File: src/design/fault_blink_code_encoder_top_macros.svh
// Assertion macros for the blink code encoder.
`ifndef FAULT_BLINK_CODE_ENCODER_TOP_MACROS_SVH
`define FAULT_BLINK_CODE_ENCODER_TOP_MACROS_SVH

`ifndef SYNTHESIS
`define FBCE_ASSERT_NEXT(lbl, clk, rst, ante, cons) \
   lbl: assert property (@(posedge clk) disable iff (rst) (ante) |=> (cons)) \
      else $error("fbce assertion failed");
`define FBCE_ASSERT_SAME(lbl, clk, rst, ante, cons) \
   lbl: assert property (@(posedge clk) disable iff (rst) (ante) |-> (cons)) \
      else $error("fbce assertion failed");
`else
`define FBCE_ASSERT_NEXT(lbl, clk, rst, ante, cons)
`define FBCE_ASSERT_SAME(lbl, clk, rst, ante, cons)
`endif

`endif

File: src/design/fbce_pkg.sv
`default_nettype none

package fbce_pkg;

   localparam int unsigned MsWidth       = 16;
   localparam int unsigned CodeWidth     = 8;
   localparam int unsigned TimeWidth     = MsWidth + 1;
   localparam int unsigned LongWidth     = 5;
   localparam int unsigned FlashWidth    = 6;
   localparam int unsigned CsrIndexWidth = 3;
   localparam int unsigned TensShift     = 11;

   localparam logic [CodeWidth-1:0] CodeBase  = 8'd10;
   localparam logic [CodeWidth-1:0] TensRecip = 8'd205;

   localparam logic [MsWidth-1:0] LongFlashReset = 16'd1000;
   localparam logic [MsWidth-1:0] ShortFlashReset = 16'd250;
   localparam logic [MsWidth-1:0] InterFlashReset = 16'd250;
   localparam logic [MsWidth-1:0] RepeatGapReset = 16'd2000;
   localparam logic [MsWidth-1:0] HbOnReset = 16'd50;
   localparam logic [MsWidth-1:0] HbPeriodReset = 16'd1000;

   typedef enum logic [CsrIndexWidth-1:0] {
      CSR_LONG_FLASH  = 3'd0,
      CSR_SHORT_FLASH = 3'd1,
      CSR_INTER_FLASH = 3'd2,
      CSR_REPEAT_GAP  = 3'd3,
      CSR_HB_ON       = 3'd4,
      CSR_HB_PERIOD   = 3'd5
   } csr_index_type;

   typedef enum logic [1:0] {
      PH_FLASH = 2'd0,
      PH_INTER = 2'd1,
      PH_GAP   = 2'd2
   } phase_type;

   typedef enum logic [1:0] {
      WALK_IDLE = 2'd0,
      WALK_RUN  = 2'd1,
      WALK_HOLD = 2'd2
   } walk_state_type;

   typedef struct packed {
      logic [MsWidth-1:0] long_flash_ms;
      logic [MsWidth-1:0] short_flash_ms;
      logic [MsWidth-1:0] inter_flash_ms;
      logic [MsWidth-1:0] repeat_gap_ms;
      logic [MsWidth-1:0] heartbeat_on_ms;
      logic [MsWidth-1:0] heartbeat_period_ms;
   } cfg_type;

   typedef struct packed {
      logic idle;
      logic done;
      logic lit;
   } walk_status_type;

   function automatic logic [MsWidth-1:0] at_least_one(input logic [MsWidth-1:0] value);
      return (value == '0) ? MsWidth'(1) : value;
   endfunction

   // code / 10 by reciprocal multiply, exact for 8-bit codes
   function automatic logic [LongWidth-1:0] code_tens(input logic [CodeWidth-1:0] code);
      logic [2*CodeWidth-1:0] prod;
      prod = (2*CodeWidth)'(code) * (2*CodeWidth)'(TensRecip);
      return prod[TensShift +: LongWidth];
   endfunction

   function automatic logic [FlashWidth-1:0] code_total(input logic [CodeWidth-1:0] code);
      logic [LongWidth-1:0] tens;
      logic [CodeWidth-1:0] tens_x10;
      logic [CodeWidth-1:0] ones;
      tens     = code_tens(code);
      tens_x10 = (CodeWidth'(tens) << 3) + (CodeWidth'(tens) << 1);
      ones     = code - tens_x10;
      return FlashWidth'(tens) + FlashWidth'(ones);
   endfunction

endpackage

`default_nettype wire

File: src/design/fbce_phase_walker.sv
`default_nettype none

module fbce_phase_walker (
   input  wire logic                              clock,
   input  wire logic                              reset,
   input  wire logic                              start,
   input  wire logic [fbce_pkg::MsWidth-1:0]      elapsed_ms,
   input  wire logic [fbce_pkg::CodeWidth-1:0]    fault_code,
   input  wire fbce_pkg::cfg_type                 cfg,
   input  wire logic                              out_free,
   output fbce_pkg::walk_status_type              status
);

   import fbce_pkg::*;

   walk_state_type          state_ff, state_in;
   phase_type               phase_ff, phase_in;
   logic [TimeWidth-1:0]    phase_time_ff, phase_time_in;
   logic [CodeWidth-1:0]    shown_code_ff, shown_code_in;
   logic [LongWidth-1:0]    long_count_ff, long_count_in;
   logic [FlashWidth-1:0]   flash_total_ff, flash_total_in;
   logic [FlashWidth-1:0]   flash_index_ff, flash_index_in;
   logic [CodeWidth-1:0]    code_ff, code_in;
   logic                    lit_ff, lit_in;

   logic [MsWidth-1:0]      dur;
   logic                    hit;
   logic [TimeWidth-1:0]    remain;
   logic [FlashWidth-1:0]   index_next;
   logic                    heartbeat;

   assign heartbeat = (shown_code_ff == '0);

   always_comb begin
      dur = '0;
      unique case (phase_ff)
         PH_FLASH: begin
            if (heartbeat) begin
               dur = at_least_one(cfg.heartbeat_on_ms);
            end else if (flash_index_ff < FlashWidth'(long_count_ff)) begin
               dur = at_least_one(cfg.long_flash_ms);
            end else begin
               dur = at_least_one(cfg.short_flash_ms);
            end
         end
         PH_INTER: begin
            dur = at_least_one(cfg.inter_flash_ms);
         end
         PH_GAP: begin
            if (!heartbeat) begin
               dur = at_least_one(cfg.repeat_gap_ms);
            end else if (cfg.heartbeat_period_ms > cfg.heartbeat_on_ms) begin
               dur = cfg.heartbeat_period_ms - cfg.heartbeat_on_ms;
            end else begin
               dur = MsWidth'(1);
            end
         end
         default: begin
            dur = '0;
         end
      endcase
   end

   assign hit        = phase_time_ff < {1'b0, dur};
   assign remain     = phase_time_ff - {1'b0, dur};
   assign index_next = flash_index_ff + FlashWidth'(1);

   always_comb begin
      state_in       = state_ff;
      phase_in       = phase_ff;
      phase_time_in  = phase_time_ff;
      shown_code_in  = shown_code_ff;
      long_count_in  = long_count_ff;
      flash_total_in = flash_total_ff;
      flash_index_in = flash_index_ff;
      code_in        = code_ff;
      lit_in         = lit_ff;
      unique case (state_ff)
         WALK_IDLE: begin
            if (start) begin
               phase_time_in = phase_time_ff + TimeWidth'(elapsed_ms);
               code_in       = fault_code;
               state_in      = WALK_RUN;
            end
         end
         WALK_RUN: begin
            unique case (phase_ff)
               PH_FLASH: begin
                  if (hit) begin
                     lit_in   = 1'b1;
                     state_in = WALK_HOLD;
                  end else begin
                     phase_time_in  = remain;
                     flash_index_in = index_next;
                     phase_in       = (index_next >= flash_total_ff) ? PH_GAP : PH_INTER;
                  end
               end
               PH_INTER: begin
                  if (hit) begin
                     lit_in   = 1'b0;
                     state_in = WALK_HOLD;
                  end else begin
                     phase_time_in = remain;
                     phase_in      = PH_FLASH;
                  end
               end
               PH_GAP: begin
                  if (hit) begin
                     lit_in   = 1'b0;
                     state_in = WALK_HOLD;
                  end else begin
                     phase_time_in  = remain;
                     shown_code_in  = code_ff;
                     flash_index_in = '0;
                     phase_in       = PH_FLASH;
                     if (code_ff == '0) begin
                        long_count_in  = '0;
                        flash_total_in = FlashWidth'(1);
                     end else begin
                        long_count_in  = code_tens(code_ff);
                        flash_total_in = code_total(code_ff);
                     end
                  end
               end
               default: begin
                  lit_in   = 1'b0;
                  state_in = WALK_HOLD;
               end
            endcase
         end
         WALK_HOLD: begin
            if (out_free) begin
               state_in = WALK_IDLE;
            end
         end
         default: begin
            state_in = WALK_IDLE;
         end
      endcase
   end

   always_ff @(posedge clock) begin
      if (reset) begin
         state_ff       <= WALK_IDLE;
         phase_ff       <= PH_FLASH;
         phase_time_ff  <= '0;
         shown_code_ff  <= '0;
         long_count_ff  <= '0;
         flash_total_ff <= FlashWidth'(1);
         flash_index_ff <= '0;
      end else begin
         state_ff       <= state_in;
         phase_ff       <= phase_in;
         phase_time_ff  <= phase_time_in;
         shown_code_ff  <= shown_code_in;
         long_count_ff  <= long_count_in;
         flash_total_ff <= flash_total_in;
         flash_index_ff <= flash_index_in;
      end
   end

   always_ff @(posedge clock) begin
      code_ff <= code_in;
      lit_ff  <= lit_in;
   end

   assign status.idle = (state_ff == WALK_IDLE);
   assign status.done = (state_ff == WALK_HOLD);
   assign status.lit  = lit_ff;

endmodule

`default_nettype wire

File: src/design/fault_blink_code_encoder_top.sv
// Status LED blink code encoder.
// req channel: one transfer per time step, carrying req_elapsed_ms (ms since
// the previous step) and req_fault_code (0 selects the heartbeat pattern).
// rsp channel: one transfer per step, rsp_led_on is the LED state after it.
// csr port: csr_wr_en writes csr_wdata into register csr_index in the same
// cycle; indexes 0..5 are long flash, short flash, inter-flash gap, repeat
// gap, heartbeat on-time and heartbeat period. Write only while idle.
// A step that crosses B phase boundaries is taken from IDLE, walked in RUN
// one boundary at a time, and held in HOLD until the output register takes
// its result; the walker then returns to IDLE. One shared compare/subtract
// unit walks one phase boundary per cycle (at most one boundary per
// millisecond of accumulated phase time, so B is always below 2^17).
// A finished result moves into the output register; the walker then takes
// the next request while that result waits on a stalled receiver, and holds
// a second result until the output register frees up.
// Reset (synchronous) restores the register defaults, the heartbeat pattern
// at the start of its pulse, and empties the output register.
`default_nettype none
`include "fault_blink_code_encoder_top_macros.svh"

module fault_blink_code_encoder_top (
   input  wire logic                                  clock,
   input  wire logic                                  reset,
   input  wire logic                                  req_valid,
   output logic                                       req_ready,
   input  wire logic [fbce_pkg::MsWidth-1:0]          req_elapsed_ms,
   input  wire logic [fbce_pkg::CodeWidth-1:0]        req_fault_code,
   output logic                                       rsp_valid,
   input  wire logic                                  rsp_ready,
   output logic                                       rsp_led_on,
   input  wire logic                                  csr_wr_en,
   input  wire logic [fbce_pkg::CsrIndexWidth-1:0]    csr_index,
   input  wire logic [fbce_pkg::MsWidth-1:0]          csr_wdata
);

   import fbce_pkg::*;

   cfg_type          cfg_ff, cfg_in;
   walk_status_type  status;
   logic             start;
   logic             out_free;
   logic             load;
   logic             rsp_valid_ff, rsp_valid_in;
   logic             rsp_led_on_ff, rsp_led_on_in;

   always_comb begin
      cfg_in = cfg_ff;
      if (csr_wr_en) begin
         unique case (csr_index_type'(csr_index))
            CSR_LONG_FLASH:  cfg_in.long_flash_ms       = csr_wdata;
            CSR_SHORT_FLASH: cfg_in.short_flash_ms      = csr_wdata;
            CSR_INTER_FLASH: cfg_in.inter_flash_ms      = csr_wdata;
            CSR_REPEAT_GAP:  cfg_in.repeat_gap_ms       = csr_wdata;
            CSR_HB_ON:       cfg_in.heartbeat_on_ms     = csr_wdata;
            CSR_HB_PERIOD:   cfg_in.heartbeat_period_ms = csr_wdata;
            default:         cfg_in = cfg_ff;
         endcase
      end
   end

   always_ff @(posedge clock) begin
      if (reset) begin
         cfg_ff.long_flash_ms       <= LongFlashReset;
         cfg_ff.short_flash_ms      <= ShortFlashReset;
         cfg_ff.inter_flash_ms      <= InterFlashReset;
         cfg_ff.repeat_gap_ms       <= RepeatGapReset;
         cfg_ff.heartbeat_on_ms     <= HbOnReset;
         cfg_ff.heartbeat_period_ms <= HbPeriodReset;
      end else begin
         cfg_ff <= cfg_in;
      end
   end

   assign req_ready = status.idle;
   assign start     = req_valid && req_ready;
   assign out_free  = !rsp_valid_ff || rsp_ready;
   assign load      = status.done && out_free;

   fbce_phase_walker u_walker (
      .clock      (clock),
      .reset      (reset),
      .start      (start),
      .elapsed_ms (req_elapsed_ms),
      .fault_code (req_fault_code),
      .cfg        (cfg_ff),
      .out_free   (out_free),
      .status     (status)
   );

   always_comb begin
      rsp_valid_in  = rsp_valid_ff;
      rsp_led_on_in = rsp_led_on_ff;
      if (load) begin
         rsp_valid_in  = 1'b1;
         rsp_led_on_in = status.lit;
      end else if (rsp_ready) begin
         rsp_valid_in = 1'b0;
      end
   end

   always_ff @(posedge clock) begin
      if (reset) begin
         rsp_valid_ff <= 1'b0;
      end else begin
         rsp_valid_ff <= rsp_valid_in;
      end
   end

   always_ff @(posedge clock) begin
      rsp_led_on_ff <= rsp_led_on_in;
   end

   assign rsp_valid  = rsp_valid_ff;
   assign rsp_led_on = rsp_led_on_ff;

   `FBCE_ASSERT_NEXT(a_busy_after_req, clock, reset, start, !req_ready)
   `FBCE_ASSERT_NEXT(a_result_kept, clock, reset, status.done && !out_free, status.done)
   `FBCE_ASSERT_NEXT(a_load_shows, clock, reset, load, rsp_valid && (rsp_led_on == $past(status.lit)))
   `FBCE_ASSERT_SAME(a_rise_from_walker, clock, reset, $rose(rsp_valid), $past(status.done))

endmodule

`default_nettype wire

File: config.mk
export PLATFORM = sky130hd
export DESIGN_NAME = fault_blink_code_encoder_top
export DESIGN_NICKNAME = d
export VERILOG_FILES = /design/src/design/fbce_pkg.sv /design/src/design/fbce_phase_walker.sv /design/src/design/fault_blink_code_encoder_top.sv
export VERILOG_INCLUDE_DIRS = /design/src /design/src/design
export SDC_FILE = /design/constraint.sdc
export NUM_CORES = 1
export LEC_CHECK = 0
export ABC_AREA = 1
export BUFFER_PORTS_ARGS = -buffer_cell sky130_fd_sc_hd__buf_2
export CELL_PAD_IN_SITES_DETAIL_PLACEMENT = 1
export CELL_PAD_IN_SITES_GLOBAL_PLACEMENT = 1
export CORE_MARGIN = 10
export CORE_UTILIZATION = 46
export DETAILED_ROUTE_END_ITERATION = 16
export PLACE_DENSITY = 0.81
export SLEW_MARGIN = 20
export SYNTH_ARGS = -nofsm -noshare
export SYNTH_HDL_FRONTEND = slang
export SYNTH_SLANG_ARGS = --single-unit
File: constraint.sdc
create_clock -name clock -period 6.6 [get_ports clock]
set_clock_uncertainty 0.2 [all_clocks]
set_input_delay 0.66 -clock clock [delete_from_list [all_inputs] [get_ports clock]]
set_output_delay 0.66 -clock clock [all_outputs]
set_load 0.01 [all_outputs]
==> flow_summary.yaml <==
status:
  status: "completed"
clock_tree:
  post_cts_buffers: 0
  numCtsBuffers: 17
  cts_tree: "yes"
  h-tree-depth: 4
  cts_sinks: 153
  clockBufferDepth: 2
  clkLatencyLatePin_ns: 0.43
  cts_root_buffer: "clkbuf_16"
  clk_pin_slew_ns: 0.06
critical_path:
  crit_path_max_incr_delay_ns: 0.53
  crit_type: "register to register"
  path_max_fanout: 6
  arrival_ns: 6.27
  required_ns: 6.72
  cpMostUsedCell: "nand2_1"
  slowest_stage: "fa_1"
  setup.worst_path.start_class: "register"
  cp-end-kind: "register"
sta:
  fin_crit_sh: 0.932
  finalMaxSlewViolations: 0
  min_period_ns: 6.15
  timing.fmax_ghz: 0.163
  tightest_slew_ns: 0.861
  setup_viol: 0
  hold_viol: 0
  rsz0062_at_grt: "no"
  fin_tns_setup_ns: 0
  relSlewSlack: 0.425
logic_synthesis:
  seq_area_frac_synth: 0.281
  ys.flop_type: "dfxtp_1"
  avgSynthCellArea_um2: 6.87
  synth_cell_type_count: 47
  async_flop_share: 0
  mappedNetlistNets: 1821
  synth_area_um2: 11200
  synth-edff-count: 10
  yosysWarnings: 0
  ys_ff_latch: 153
  postSynthCellCount: 1636
detailed_routing:
  drt_iter0_drc: 724
  routedWlPerCell_um: 18.4
  via_count: 11000
  remaining_drc_errors: 0
  wl_um: 36900
  drtPass1Iterations: 6
  vias_per_cell: 5.52
  drtAntennaViolNets: 0
place:
  io_buffers: 50
  gp_congestion: 0.875
  placed_cells: 1969
  hpwl_um: 28900
final_layout:
  fin_cells: 2001
  drive_gt1_frac: 0.0817
  antenna_cells: 0
  fin_util: 0.507
  area_growth_pct: 9.08
  nets: 1849
die:
  die-area_um2: 31100
  core-area_um2: 24200
  initial_core_util: 0.465
  die_y_um: 176
  die_w_um: 176
  num_rows: 57
  ioPinCount: 51
grt:
  grt_pass1_wl_um: 60100
  grt-ovfl-total: 0
  grt_start_max_net_pins: 69
  antenna_found_initial: 0
  grtUsageTotal: 0.238
  first_global_vias: 11500
min_path:
  min_path_type: "input pin to register"
flow_run:
  drv_cap: 0
## worst max-delay path, delay by kind of cell, from the launching register on
family	cells	cell delay, ns
adders and majority gates	8	3.43
and+or+nand+nor	12	1.16
DFF	1	0.51
buffers and inverters	5	0.29
AOI/OAI and AO/OA	2	0.28
xor gates and xnor gates	1	0.17
## path summary, 6_finish.rpt
path	from	slack, ns	cells past startpoint	end
setup / recovery	u_walker.code_ff[5]	0.45	28	u_walker.flash_total_ff[5]
hold / removal	req_fault_code[1]	0.21	1	u_walker.code_ff[1]
setup reg to reg	u_walker.code_ff[5]	0.45	28	u_walker.flash_total_ff[5]
hold reg to reg	u_walker.lit_ff	0.22	0	rsp_led_on
## layout by cell type, fill, tap and decap left out, drive strengths merged, types with 2 or more instances in the layout
cell type,n
buf,57
xor2,12
a21o,6
inv,192
nand2,367
a22oi,15
o211ai,5
fa,20
edfxtp,10
nand4,20
clkinvlp,4
o22ai,2
dfxtp,143
ha,117
a21oi,146
nor4,12
and2,3
clkinv,7
o21ai,144
clkbuf,19
xnor2,16
nor2,221
nand3b,15
or2,4
nor3,3
nand3,109
## kinds of logic after synthesis
kind of cell,synth area share
adders and majority gates,0.166
buffers and inverters,0.0841
DFF,0.281
muxes,0.000890
xor gates and xnor gates,0.0218
AOI/OAI and AO/OA,0.158
and+or+nand+nor,0.288
## area by class of cell
cell class | instances | area, um2
fillers | 3187 | 11900
multi-input cells | 1245 | 7150
flip-flops and latches | 153 | 3160
inverters | 190 | 713
clock buffers | 19 | 433
well taps | 324 | 405
repair buffers | 57 | 303
clock inverters | 13 | 95.1
## layer usage
metal	GRT usage	vias to the layer above	routed length (um)
li1	-	5435	-
met1	0.307	5356	16900
met2	0.412	214	17900
met3	0.0337	32	1500
met4	0.0490	0	547
met5	0	-	0
## metrics by stage
stage	setup slack (ns)	hold WS (ns)	area, um2
2_1_floorplan	0.919	0.200	11200
3_3_place_gp	0.627	0.206	11700
3_5_place_dp	0.367	0.206	11700
4_1_cts	0.359	0.194	12300
5_1_grt	0.0649	0.195	12300
6_report	0.448	0.209	12300
## synth_stat cells (all sizes together), types with 13 or more instances
| cell type | instances | area, um2 |
|---|---|---|
| a21oi | 146 | 753 |
| clkbuf | 35 | 131 |
| dfxtp | 143 | 2860 |
| xnor2 | 16 | 140 |
| a22oi | 15 | 113 |
| o21ai | 144 | 762 |
| fa | 20 | 400 |
| nand3b | 15 | 113 |
| buf | 13 | 101 |
| inv | 187 | 702 |
| nor2 | 221 | 870 |
| ha | 117 | 1460 |
| nand2 | 367 | 1410 |
| nand3 | 109 | 563 |
| nand4 | 20 | 144 |
## what timing repair did
item / 4_1_cts / 5_1_grt
gates resized for setup: 0 / 2
hold buffers: 0 / 0
endpoints found under the hold margin: 0 / 0
endpoints found under the setup margin: 0 / 1
## state kept, by name, indices dropped and copies added, names as in the netlist
| name | cells |
|---|---|
| u_walker.code_ff | 8 |
| u_walker.state_ff | 2 |
| cfg_ff | 96 |
| rsp_valid | 1 |
| u_walker.flash_index_ff | 6 |
| u_walker.flash_total_ff | 6 |
| u_walker.phase_ff | 2 |
| rsp_led_on | 1 |
| u_walker.phase_time_ff | 17 |
| u_walker.shown_code_ff | 8 |
| u_walker.lit_ff | 1 |
| u_walker.long_count_ff | 5 |
Power is left out: the tool's default activity adds up to more than one toggle a clock period on the data nets, which glitch-free logic cannot reach.
